`src/rtl/alm_pkg.sv`:
```
`timescale 1ns / 1ps
// ----------------------------------------------------------------------------
// alm_pkg
// Shared types and constants of the block level meter.
// ----------------------------------------------------------------------------
package alm_pkg;

   localparam int DEF_MAX_FRAMES   = 4096;
   localparam int DEF_MAX_CHANNELS = 8;
   localparam int EMA_GAIN         = 9830;
   localparam int MAX_RATE         = 192000;

   localparam logic [3:0]  RST_CHANNEL_COUNT = 4'd2;
   localparam logic [17:0] RST_RATE_HZ       = 18'd44100;
   localparam logic [15:0] RST_LOW_COEFF     = 16'd2780;
   localparam logic [15:0] RST_MID_COEFF     = 16'd23880;

   localparam int CSR_INDEX_W = 8;
   localparam int CSR_DATA_W  = 18;
   localparam int RSP_DATA_W  = 136;

   localparam logic [CSR_INDEX_W-1:0] REG_CHANNEL_COUNT = 8'd0;
   localparam logic [CSR_INDEX_W-1:0] REG_RATE_HZ       = 8'd1;
   localparam logic [CSR_INDEX_W-1:0] REG_LOW_COEFF     = 8'd2;
   localparam logic [CSR_INDEX_W-1:0] REG_MID_COEFF     = 8'd3;

   typedef enum logic [3:0] {
      ST_IDLE,
      ST_FILT,
      ST_UPD,
      ST_SQ,
      ST_ACC,
      ST_DIV_START,
      ST_DIV_RUN,
      ST_SQRT_START,
      ST_SQRT_RUN,
      ST_STORE,
      ST_FINISH
   } alm_state_type;

   typedef enum logic [2:0] {
      OP_AMP,
      OP_RMS,
      OP_LOW,
      OP_MID,
      OP_HIGH,
      OP_FREQ
   } alm_op_type;

   typedef struct packed {
      logic       latch;
      logic       filt;
      logic       upd;
      logic       sq;
      logic       acc;
      logic       div_start;
      logic       sqrt_start;
      logic       store;
      logic       finish;
      alm_op_type op;
   } alm_cmd_type;

   typedef struct packed {
      logic block_end;
      logic div_done;
      logic sqrt_done;
      logic out_busy;
   } alm_stat_type;

endpackage

```
`src/rtl/alm_ctrl.sv`:
```
`timescale 1ns / 1ps
// ----------------------------------------------------------------------------
// alm_ctrl
// Sequencer for per-sample steps and the end-of-block result pass.
// ----------------------------------------------------------------------------
module alm_ctrl (
   input  logic                  clock,
   input  logic                  reset,
   input  logic                  req_tvalid,
   output logic                  req_tready,
   input  alm_pkg::alm_stat_type stat,
   output alm_pkg::alm_cmd_type  cmd
);
   import alm_pkg::*;

   alm_state_type state_ff;
   alm_state_type state_in;
   alm_op_type    op_ff;
   alm_op_type    op_in;
   logic          sqrt_op;

   assign sqrt_op = (op_ff == OP_RMS) || (op_ff == OP_LOW) || (op_ff == OP_MID)
                    || (op_ff == OP_HIGH);

   always_ff @(posedge clock) begin
      if (reset) begin
         state_ff <= ST_IDLE;
         op_ff    <= OP_AMP;
      end else begin
         state_ff <= state_in;
         op_ff    <= op_in;
      end
   end

   always_comb begin
      state_in = state_ff;
      op_in    = op_ff;
      unique case (state_ff)
         ST_IDLE:       if (req_tvalid) state_in = ST_FILT;
         ST_FILT:       state_in = ST_UPD;
         ST_UPD:        state_in = ST_SQ;
         ST_SQ:         state_in = ST_ACC;
         ST_ACC: begin
            op_in    = OP_AMP;
            state_in = stat.block_end ? ST_DIV_START : ST_IDLE;
         end
         ST_DIV_START:  state_in = ST_DIV_RUN;
         ST_DIV_RUN: begin
            if (stat.div_done) state_in = sqrt_op ? ST_SQRT_START : ST_STORE;
         end
         ST_SQRT_START: state_in = ST_SQRT_RUN;
         ST_SQRT_RUN:   if (stat.sqrt_done) state_in = ST_STORE;
         ST_STORE: begin
            state_in = ST_DIV_START;
            unique case (op_ff)
               OP_AMP:  op_in = OP_RMS;
               OP_RMS:  op_in = OP_LOW;
               OP_LOW:  op_in = OP_MID;
               OP_MID:  op_in = OP_HIGH;
               OP_HIGH: op_in = OP_FREQ;
               default: state_in = ST_FINISH;
            endcase
         end
         ST_FINISH:     if (!stat.out_busy) state_in = ST_IDLE;
         default:       state_in = ST_IDLE;
      endcase
   end

   always_comb begin
      cmd            = '0;
      cmd.op         = op_ff;
      req_tready     = state_ff == ST_IDLE;
      cmd.latch      = (state_ff == ST_IDLE) && req_tvalid;
      cmd.filt       = state_ff == ST_FILT;
      cmd.upd        = state_ff == ST_UPD;
      cmd.sq         = state_ff == ST_SQ;
      cmd.acc        = state_ff == ST_ACC;
      cmd.div_start  = state_ff == ST_DIV_START;
      cmd.sqrt_start = state_ff == ST_SQRT_START;
      cmd.store      = state_ff == ST_STORE;
      cmd.finish     = (state_ff == ST_FINISH) && !stat.out_busy;
   end

endmodule

```
`config.mk`:
```
export PLATFORM = sky130hd
export DESIGN_NAME = alm_ctrl
export DESIGN_NICKNAME = d
export VERILOG_FILES = /design/src/rtl/alm_pkg.sv /design/src/rtl/alm_ctrl.sv
export SDC_FILE = /design/constraint.sdc
export NUM_CORES = 1
export LEC_CHECK = 0
export BUFFER_PORTS_ARGS = -buffer_cell sky130_fd_sc_hd__buf_2
export CAP_MARGIN = 20
export CORE_MARGIN = 8
export CORE_UTILIZATION = 30
export DETAILED_ROUTE_END_ITERATION = 6
export GPL_TIMING_DRIVEN = 0
export PLACE_DENSITY = 0.63
export SLEW_MARGIN = 20
export SYNTH_ARGS = -nofsm -noshare
export SYNTH_HDL_FRONTEND = slang
export SYNTH_SLANG_ARGS = --single-unit
```
`constraint.sdc`:
```
create_clock -name clock -period 1.3 [get_ports clock]
set_input_delay 0.065 -clock clock [delete_from_list [all_inputs] [get_ports clock]]
set_output_delay 0.065 -clock clock [all_outputs]
set_load 0.05 [all_outputs]
```
==> flow_summary.ini, run 1 <==
[clock_network]
ctsHoldBuffers = 0
root_buffer = clkbuf_4
cts_buffers = 3
cts.path.max_buffers = 2
clock_sinks = 7
tritoncts = built
path_clk_slew_ns = 0.05
clock_latency_ns = 0.24
cts-htree-levels = 1

[routing]
detail_route.wl_per_cell_um = 14.2
drcViolationCount = 0
first_pass_iters = 4
vias = 723
routed_wl_um = 2000
viasPerCell = 5.13
drt_iter0_markers = 18
antenna_left = 0

[power_and_ir_drop]
internal_power_w = 0.000513
switching_share_pct = 38.1
clock_power_share_pct = 23.5
pwr-share-seq_pct = 28.6
powerDensity_mw_per_mm2 = 743
vdd_ir_drop_max_v = 0.000449
power.net_switching_w = 0.000316
combPwrFrac_pct = 47.9
leakagePower_nw = 0.447
power.total_w = 0.000830

[logic_synthesis]
syn_avg_cell_area_um2 = 7.61
synth_edf_count = 0
yosysSeqAreaShare_pct = 24.2
ys_types = 37
synthesis.nets = 83
ys.flop_type = dfxtp_1
synthCells = 76
synth_area_um2 = 578
async_flop_share_pct = 0
ys_warn_count = 0
ys_ff_latch = 7

[floorplan]
start_util_pct = 30.7
die-area_mm2 = 0.00359
core_mm2 = 0.00188
fp.dieH_um = 59.9
ioPinCount = 20
rows = 16
die_w_um = 59.9

[grt]
grt_first_pass_wirelength_um = 3020
antenna_found_initial = 0
use_met1_pct = 12.5
grt_busiest_layer = met2
grt_util_met2_pct = 18.8
overflow = 0
grt_pass1_vias = 703
grt_max_degree = 11
grt_use_met3_pct = 2.37
grt_use_total_pct = 10.8

[critical_path]
crit_required_ns = 1.47
endpoint_kind = flip-flop
slowest_stage = dfxtp_4
crit_chain = buf_8, nand2b_4, or3b_1, a21oi_2, a2bb2oi_2
crit_fanout = 6
worst-path-stages = 5
reg2reg_depth = 5
critPathArrivalTime_ns = 1.53
slowest_delay_ns = 0.37
crit_family = simple AND/OR/NAND/NOR gates
cp_num_buf_inv = 1
setup.worst_path.class = reg -> reg
cp-start-kind = flip-flop

[timing]
holdWs_ns = 0.0863
skew_ns = 0.000676
relSlewSlack_pct = 77.8
hold_viol = 0
fin_crit_ns = 1.36
rsz0062_at_grt = yes
worst_slew_pin_slew_ns = 0.332
finalCritPeriodShare_pct = 105
drv_slew = 0
fin_ws_ns = -0.0624
fmax_mhz = 734
setup_violations = 10

[layout]
diodes = 0
syn_to_final_growth_pct = 93.3
drive_gt1_share_pct = 64.9
nets = 122
fillerInstances = 179

[min_path]
whs_path_depth = 2
hp-class = in -> reg

[run_status]
status = complete, but fails checks
failed_checks = setup timing

[place]
routabilityCongestion = 0.880
dpl.hpwl_um = 1260
port-buffer-count = 19

[flow_run]
maxCapViolCount = 0
## power groups by stage
stage | registers [W] | clock network [W] | logic, W
floorplan | 0.000242 | 0 | 0.000210
global placement | 0.000245 | 0 | 0.000265
detailed placement | 0.000245 | 0 | 0.000268
CTS | 0.000242 | 0.000206 | 0.000324
global route | 0.000239 | 0.000220 | 0.000420
finish | 0.000237 | 0.000195 | 0.000398
## registers in the layout, indices dropped and copies added, names as in the netlist
name      count
op_ff         3
state_ff      4
## layer usage
metal | vias to the layer above | share of wire (%)
li1 | 372 | -
met1 | 334 | 44
met2 | 17 | 51
met3 | 0 | 5.0
met4 | 0 | 0
met5 | - | 0
## worst register-to-register path: stages (launching register included)
cell	delay (ns)
dfxtp_4	0.37
buf_8	0.14
nand2b_4	0.09
or3b_1	0.37
a21oi_2	0.17
a2bb2oi_2	0.15
## synthesized netlist by cell type, drive strengths merged (2+ instances only)
cell type  n  share of area, %
a31oi      2               2.2
o211ai     2               2.6
nand2b     6               6.9
nor2       6               3.9
o32ai      2               3.0
o31a       2               3.0
nand2      3               1.9
dfxtp      7                24
buf        4               5.4
nor3       7               6.1
or3        2               2.2
o21ai      3               3.2
inv        5               3.2
nand4b     2               3.0
a21oi      7               6.1
## cell usage in the layout, fill, tap and decap left out, types with 2 or more instances in the layout
| cell | n |
|---|---|
| nand2b_1 | 3 |
| clkbuf_4 | 4 |
| nand2_1 | 2 |
| buf_6 | 9 |
| o211ai_1 | 2 |
| inv_2 | 4 |
| dfxtp_2 | 2 |
| buf_4 | 15 |
| buf_2 | 9 |
| a31oi_1 | 2 |
| buf_8 | 4 |
| nor3_2 | 4 |
| nor2_2 | 2 |
| dfxtp_4 | 5 |
| o21ai_1 | 2 |
| o31a_1 | 2 |
| a21oi_1 | 6 |
| nor3_1 | 2 |
| nand4b_1 | 2 |
| nand2b_4 | 3 |
| nor2_1 | 3 |
## cell families (layout without fill, tap and decap cells)
family	Yosys count	count (layout)	synth area share [%]
DFF	7	7	24.2
and+or+nand+nor	34	34	36.6
buffers and inverters	10	48	9.31
AOI/OAI and AO/OA	25	25	29.9
## metrics by stage
step | utilization (%) | TNS, ns | instance area, µm² | setup WS [ns] | std cells
after floorplan | - | -2.10 | 647 | -0.309 | 76
after global placement | 41.2 | -0.906 | 776 | -0.291 | 122
after detailed placement | 41.2 | -0.854 | 776 | -0.301 | 122
after CTS | 50.5 | -0.384 | 951 | -0.0723 | 130
after global routing | 59.4 | -0.893 | 1120 | -0.105 | 141
final | 59.4 | -0.283 | 1120 | -0.0624 | 141
## path summary, 6_finish.rpt
kind	startpoint	to	slack, ns
min reg2reg	op_ff[1]$_SDFFE_PP0P_	op_ff[1]$_SDFFE_PP0P_	0.54
max	state_ff[0]$_SDFFE_PP0P_	state_ff[2]$_SDFFE_PP0P_	-0.06
max reg2reg	state_ff[0]$_SDFFE_PP0P_	state_ff[2]$_SDFFE_PP0P_	-0.06
min	reset	op_ff[1]$_SDFFE_PP0P_	0.09
## cell type report
cell class	count	area, µm²	share of cell area, %
well taps	27	33.8	3.02
plain buffers	4	56.3	5.04
multi-input cells	59	526	47.0
flip-flops and latches	7	161	14.4
inverters	5	18.8	1.68
repair buffers	35	295	26.4
clock buffers	4	26.3	2.35
## what timing repair did
action | 4_1_cts | 5_1_grt
gates cloned | 0 | 1
endpoints found under the setup margin | 15 | 16
gates resized for setup | 34 | 19
setup buffers | 5 | 10
pin swaps | 4 | 5
Power figures use the tool's default switching activity.
==> inputs of run 2 (changes only) <==
--- a/config.mk
+++ b/config.mk
@@ -9,6 +9,7 @@
 export CAP_MARGIN = 20
 export CORE_MARGIN = 8
 export CORE_UTILIZATION = 30
+export CTS_BUF_LIST = sky130_fd_sc_hd__clkbuf_4
 export DETAILED_ROUTE_END_ITERATION = 6
 export GPL_TIMING_DRIVEN = 0
 export PLACE_DENSITY = 0.63
==> constraint.sdc (replaced) <==
create_clock -name clock -period 1.3 [get_ports clock]
set_input_delay 0.065 -clock clock [delete_from_list [all_inputs] [get_ports clock]]
set_output_delay 0.065 -clock clock [all_outputs]
set_load 0.1 [all_outputs]
==> run 2 against run 1 <==
Compared with the run above: the flow still finishes with violations (setup timing); first-iteration DRC count rose by 83%; count of clock-buffer cells in the layout did not move; fmax fell by 6.3%; via count rose by 4.8%; register-to-register slack got worse by 0.09 ns; final cell count rose by 0.71%; wire length rose by 14%; critical path depth rose by 1; sequential share of layout area fell by 1.2 points; sequential cell count did not move; core utilization rose by 5.5 points; critical endpoint unchanged.
==> flow_summary.ini, run 2 (synthesized netlist as in run 1, its figures left out) <==
[run_status]
status = complete, but fails checks
failed_checks = setup timing

[timing]
fin_crit_ns = 1.45
drv_slew = 0
rsz0062_at_grt = yes
fmax_mhz = 688
finalCritPeriodShare_pct = 112
fin_tns_setup_ns = -0.595
worst_slew_pin_slew_ns = 0.489
setup_violations = 11
hold_viol = 0
fin_ws_ns = -0.154
skew_ns = 0.00492
relSlewSlack_pct = 67.6

[critical_path]
crit_family = flip-flops
reg2reg_depth = 6
crit_chain = buf_8, buf_6, inv_4, or3b_1, a21oi_2, a2bb2oi_2
slowest_stage = dfxtp_4
setup.worst_path.class = reg -> reg
critPathArrivalTime_ns = 1.63
cp-start-kind = flip-flop
slowest_delay_ns = 0.37
endpoint_kind = flip-flop
r2r-start = state_ff[3]$_SDFFE_PP0P_
cp_num_buf_inv = 3
crit_fanout = 6
crit_required_ns = 1.47
ff2ff_setup_slack_ns = -0.15
reg2reg_to = state_ff[2]$_SDFFE_PP0P_

[routing]
dr_wl_met2_um = 1200
met1_length_um = 888
routed_wl_um = 2270
drt_iter0_markers = 33
first_pass_iters = 4
viasPerCell = 5.34
antenna_left = 0
detail_route.wl_per_cell_um = 16.0
vias = 758
wl_met3_um = 151
top_layer = met4
drcViolationCount = 0

[min_path]
hp-start = reset
hp-class = in -> reg
whs_path_depth = 2
min_to = op_ff[0]$_SDFFE_PP0P_

[clock_network]
path_clk_slew_ns = 0.05
cts_buffers = 3
ctsHoldBuffers = 0
root_buffer = clkbuf_4
cts.path.max_buffers = 2
tritoncts = built
clock_sinks = 7
clock_latency_ns = 0.25
cts-htree-levels = 1

[layout]
top_register = state_ff
syn_to_final_growth_pct = 111
fin_cells = 142
largest_reg_flops = 4
nets = 123
final_common_cell = buf_4
drive_gt1_share_pct = 68.7
mostFrequentLayoutCells = 16 x buf_4, 9 x buf_2, 6 x buf_6
diodes = 0
top_regs = state_ff (4), op_ff (3)

[floorplan]
start_util_pct = 30.7
rows = 16
core_mm2 = 0.00188
die-area_mm2 = 0.00359
fp.dieH_um = 59.9
die_w_um = 59.9
ioPinCount = 20

[grt]
antenna_found_initial = 0
overflow = 0
grt_use_total_pct = 11.1
grt_first_pass_wirelength_um = 3020
grt_pass1_vias = 697
grt_max_degree = 11

[power_and_ir_drop]
power.total_w = 0.000975
vdd_ir_drop_max_v = 0.000657
leakagePower_nw = 0.464
powerDensity_mw_per_mm2 = 799

[place]
routabilityCongestion = 0.789
dp.cells = 122
dpl.hpwl_um = 1300
port-buffer-count = 19

[flow_run]
maxCapViolCount = 0
run 2: per-stage QoR:
| stage | utilization [%] | hold WS [ns] | setup slack, ns | instance area [µm²] |
|---|---|---|---|---|
| after floorplan | - | 0.134 | -0.790 | 659 |
| after global placement | 41.9 | 0.335 | -0.275 | 788 |
| after detailed placement | 41.9 | 0.348 | -0.301 | 788 |
| after CTS | 57.2 | 0.0640 | -0.109 | 1080 |
| after global routing | 64.9 | 0.0769 | -0.211 | 1220 |
| final | 64.9 | 0.0807 | -0.154 | 1220 |
run 2: worst max-delay path by stage:
stage / from / end / slack, ns / cells after the start
6_report: state_ff[3]$_SDFFE_PP0P_ / state_ff[2]$_SDFFE_PP0P_ / -0.15 / 6
5_1_grt: state_ff[3]$_SDFFE_PP0P_ / state_ff[2]$_SDFFE_PP0P_ / -0.21 / 6
4_1_cts: state_ff[0]$_SDFFE_PP0P_ / cmd[7] / -0.11 / 3
3_5_place_dp: state_ff[3]$_SDFFE_PP0P_ / state_ff[1]$_SDFFE_PP0P_ / -0.30 / 5
3_3_place_gp: state_ff[3]$_SDFFE_PP0P_ / state_ff[1]$_SDFFE_PP0P_ / -0.27 / 5
2_1_floorplan: state_ff[3]$_SDFFE_PP0P_ / op_ff[1]$_SDFFE_PP0P_ / -0.79 / 5
run 2: where the power goes:
group | leakage [nW] | switching (W) | internal (W)
clock network | 0.0184 | 0.0000767 | 0.000138
logic | 0.384 | 0.000319 | 0.000199
registers | 0.0615 | 0.0000226 | 0.000220
run 2: area by class of cell:
class,instances,area [µm²]
clock buffer,4,30.0
multi-input combinational,59,577
buffer,4,65.1
fill,172,661
inverter,5,26.3
sequential,7,161
tap,27,33.8
timing repair buffer,36,328
run 2: worst reg2reg max path: stages, from the launching register on:
cell and delay, ns:
dfxtp_4 0.37, buf_8 0.13, buf_6 0.13, inv_4 0.04, or3b_1 0.37, a21oi_2 0.19, a2bb2oi_2 0.15
run 2: timing repair:
action,CTS,global route
buffers inserted,9,8
pin swaps,9,10
cloned,0,0
resized for setup,54,20
setup endpoints to repair,14,16
run 2: metal layers:
metal | vias up | GRT usage, %
met1 | 358 | 11.1
met4 | 0 | 2.04
met2 | 26 | 20.9
met3 | 2 | 4.73
li1 | 372 | -
met5 | - | 0
==> inputs of run 3 (changes only) <==
--- a/config.mk
+++ b/config.mk
@@ -12,7 +12,7 @@
 export CTS_BUF_LIST = sky130_fd_sc_hd__clkbuf_4
 export DETAILED_ROUTE_END_ITERATION = 6
 export GPL_TIMING_DRIVEN = 0
-export PLACE_DENSITY = 0.63
+export PLACE_DENSITY = 0.61
 export SLEW_MARGIN = 20
 export SYNTH_ARGS = -nofsm -noshare
 export SYNTH_HDL_FRONTEND = slang
==> constraint.sdc (replaced) <==
create_clock -name clock -period 1.4 [get_ports clock]
set_input_delay 0.07 -clock clock [delete_from_list [all_inputs] [get_ports clock]]
set_output_delay 0.07 -clock clock [all_outputs]
set_load 0.1 [all_outputs]
==> run 3 against run 2 <==
Compared with the run above: the run still ends with setup timing left; clock skew rose by 0.0019 ns; sequential cell count did not move; worst setup slack improved by 0.15 ns; largest power group unchanged; sequential share of layout area rose by 1.1 points; fmax rose by 3.3%.
==> flow_summary.ini, run 3 (synthesized netlist as in run 1, its figures left out) <==
[run_status]
status = complete, but fails checks
failed_checks = setup timing

[grt]
grt_pass1_vias = 657
grt_use_total_pct = 10.8
grt_first_pass_wirelength_um = 3020
overflow = 0
antenna_found_initial = 0
grt_max_degree = 11

[timing]
fmax_mhz = 710
setup_violations = 1
fin_ws_ns = -0.00807
relSlewSlack_pct = 67.3
fin_crit_ns = 1.41
skew_ns = 0.00680
drv_slew = 0
hold_viol = 0
worst_slew_pin_slew_ns = 0.494
finalCritPeriodShare_pct = 101
rsz0062_at_grt = yes
fin_tns_setup_ns = -0.00807

[min_path]
hp-class = in -> reg
hp-start = reset

[layout]
syn_to_final_growth_pct = 92.6
nets = 119
largest_reg_flops = 4
top_register = state_ff
fin_cells = 138
top_regs = state_ff (4), op_ff (3)
final_area_mm2 = 0.00111
fillerInstances = 179
drive_gt1_share_pct = 65.8
diodes = 0
final_common_cell = buf_4
mostFrequentLayoutCells = 14 x buf_4, 9 x buf_2, 6 x buf_6

[critical_path]
startpoint = state_ff[3]$_SDFFE_PP0P_
setup.worst_path.class = reg -> reg
cp-start-kind = flip-flop
crit_fanout = 8
cp_num_buf_inv = 0
slowest_delay_ns = 0.53
endpoint_kind = flip-flop
slowest_stage = or4_1
r2r-start = state_ff[3]$_SDFFE_PP0P_
crit_family = simple AND/OR/NAND/NOR gates
critPathArrivalTime_ns = 1.58
crit_chain = nand2b_2, or4_1, a2bb2oi_2
crit_required_ns = 1.57

[clock_network]
clock_sinks = 7
root_buffer = clkbuf_4
clock_latency_ns = 0.25
path_clk_slew_ns = 0.05
cts-htree-levels = 1
cts_buffers = 3
tritoncts = built
cts.path.max_buffers = 2

[place]
placed_cell_area_um2 = 788
dpl.hpwl_um = 1340
post-place-ws_ns = -0.174
port-buffer-count = 19
routabilityCongestion = 0.785
dp.cells = 122

[power_and_ir_drop]
powerDensity_mw_per_mm2 = 776
leakagePower_nw = 0.434
vdd_ir_drop_max_v = 0.000544

[routing]
detail_route.wl_per_cell_um = 15.0
viasPerCell = 5.44
drt_iter0_markers = 18
antenna_left = 0
drcViolationCount = 0
routed_wl_um = 2070
vias = 751
first_pass_iters = 4

[floorplan]
core_mm2 = 0.00188
die-area_mm2 = 0.00359
die_w_um = 59.9
start_util_pct = 30.7
ioPinCount = 20
rows = 16
fp.dieH_um = 59.9

[flow_run]
maxCapViolCount = 0
## run 3: cell count changes in the layout (fill, tap and decap cells not counted), moves of 2 or more
cell,before,now
buf_12,5,3
buf_4,16,14
nor3_2,2,4
nor3_4,3,1
## run 3: report_power, final
part	internal, W	switching [W]	total [W]
clock network	0.000128	0.0000723	0.000200
logic	0.000155	0.000283	0.000439
registers	0.000206	0.0000192	0.000225
## run 3: stage by stage
stage               hold WS, ns  power, W  utilization (%)
floorplan                 0.139  0.000506                -
global placement          0.341  0.000562             41.9
detailed placement        0.353  0.000564             41.9
CTS                      0.0761  0.000824             50.4
global route             0.0776  0.000906             59.2
finish                   0.0867  0.000865             59.2
## run 3: what timing repair did
action	CTS	global route
resized for setup	33	23
pin swaps	4	8
setup endpoints to repair	13	15
hold buffers	0	0
buffers inserted	3	10
cloned	0	0
## run 3: layout make-up
| type | count | area, µm² | share of cell area (%) |
|---|---|---|---|
| Clock buffer | 4 | 30.0 | 2.70 |
| Sequential cell | 7 | 159 | 14.3 |
| Timing Repair Buffer | 32 | 273 | 24.5 |
| Multi-Input combinational cell | 59 | 532 | 47.8 |
| Inverter | 5 | 21.3 | 1.91 |
| Buffer | 4 | 65.1 | 5.84 |
| Tap cell | 27 | 33.8 | 3.03 |
## run 3: metal layers
| metal | track usage, % | vias to the layer above | share of wire [%] |
|---|---|---|---|
| li1 | - | 366 | - |
| met1 | 12.7 | 363 | 41 |
| met2 | 17.4 | 22 | 52 |
| met3 | 5.16 | 0 | 7.4 |
| met4 | 2.04 | 0 | 0 |
| met5 | 0 | - | 0 |
## run 3: final timing paths
path / endpoint / slack (ns) / cells after the start
worst max register to register: state_ff[2]$_SDFFE_PP0P_ / -0.008 / 3
worst min-delay path: op_ff[1]$_SDFFE_PP0P_ / 0.09 / 2
worst min register to register: op_ff[1]$_SDFFE_PP0P_ / 0.55 / 2
worst max-delay path: state_ff[2]$_SDFFE_PP0P_ / -0.008 / 3
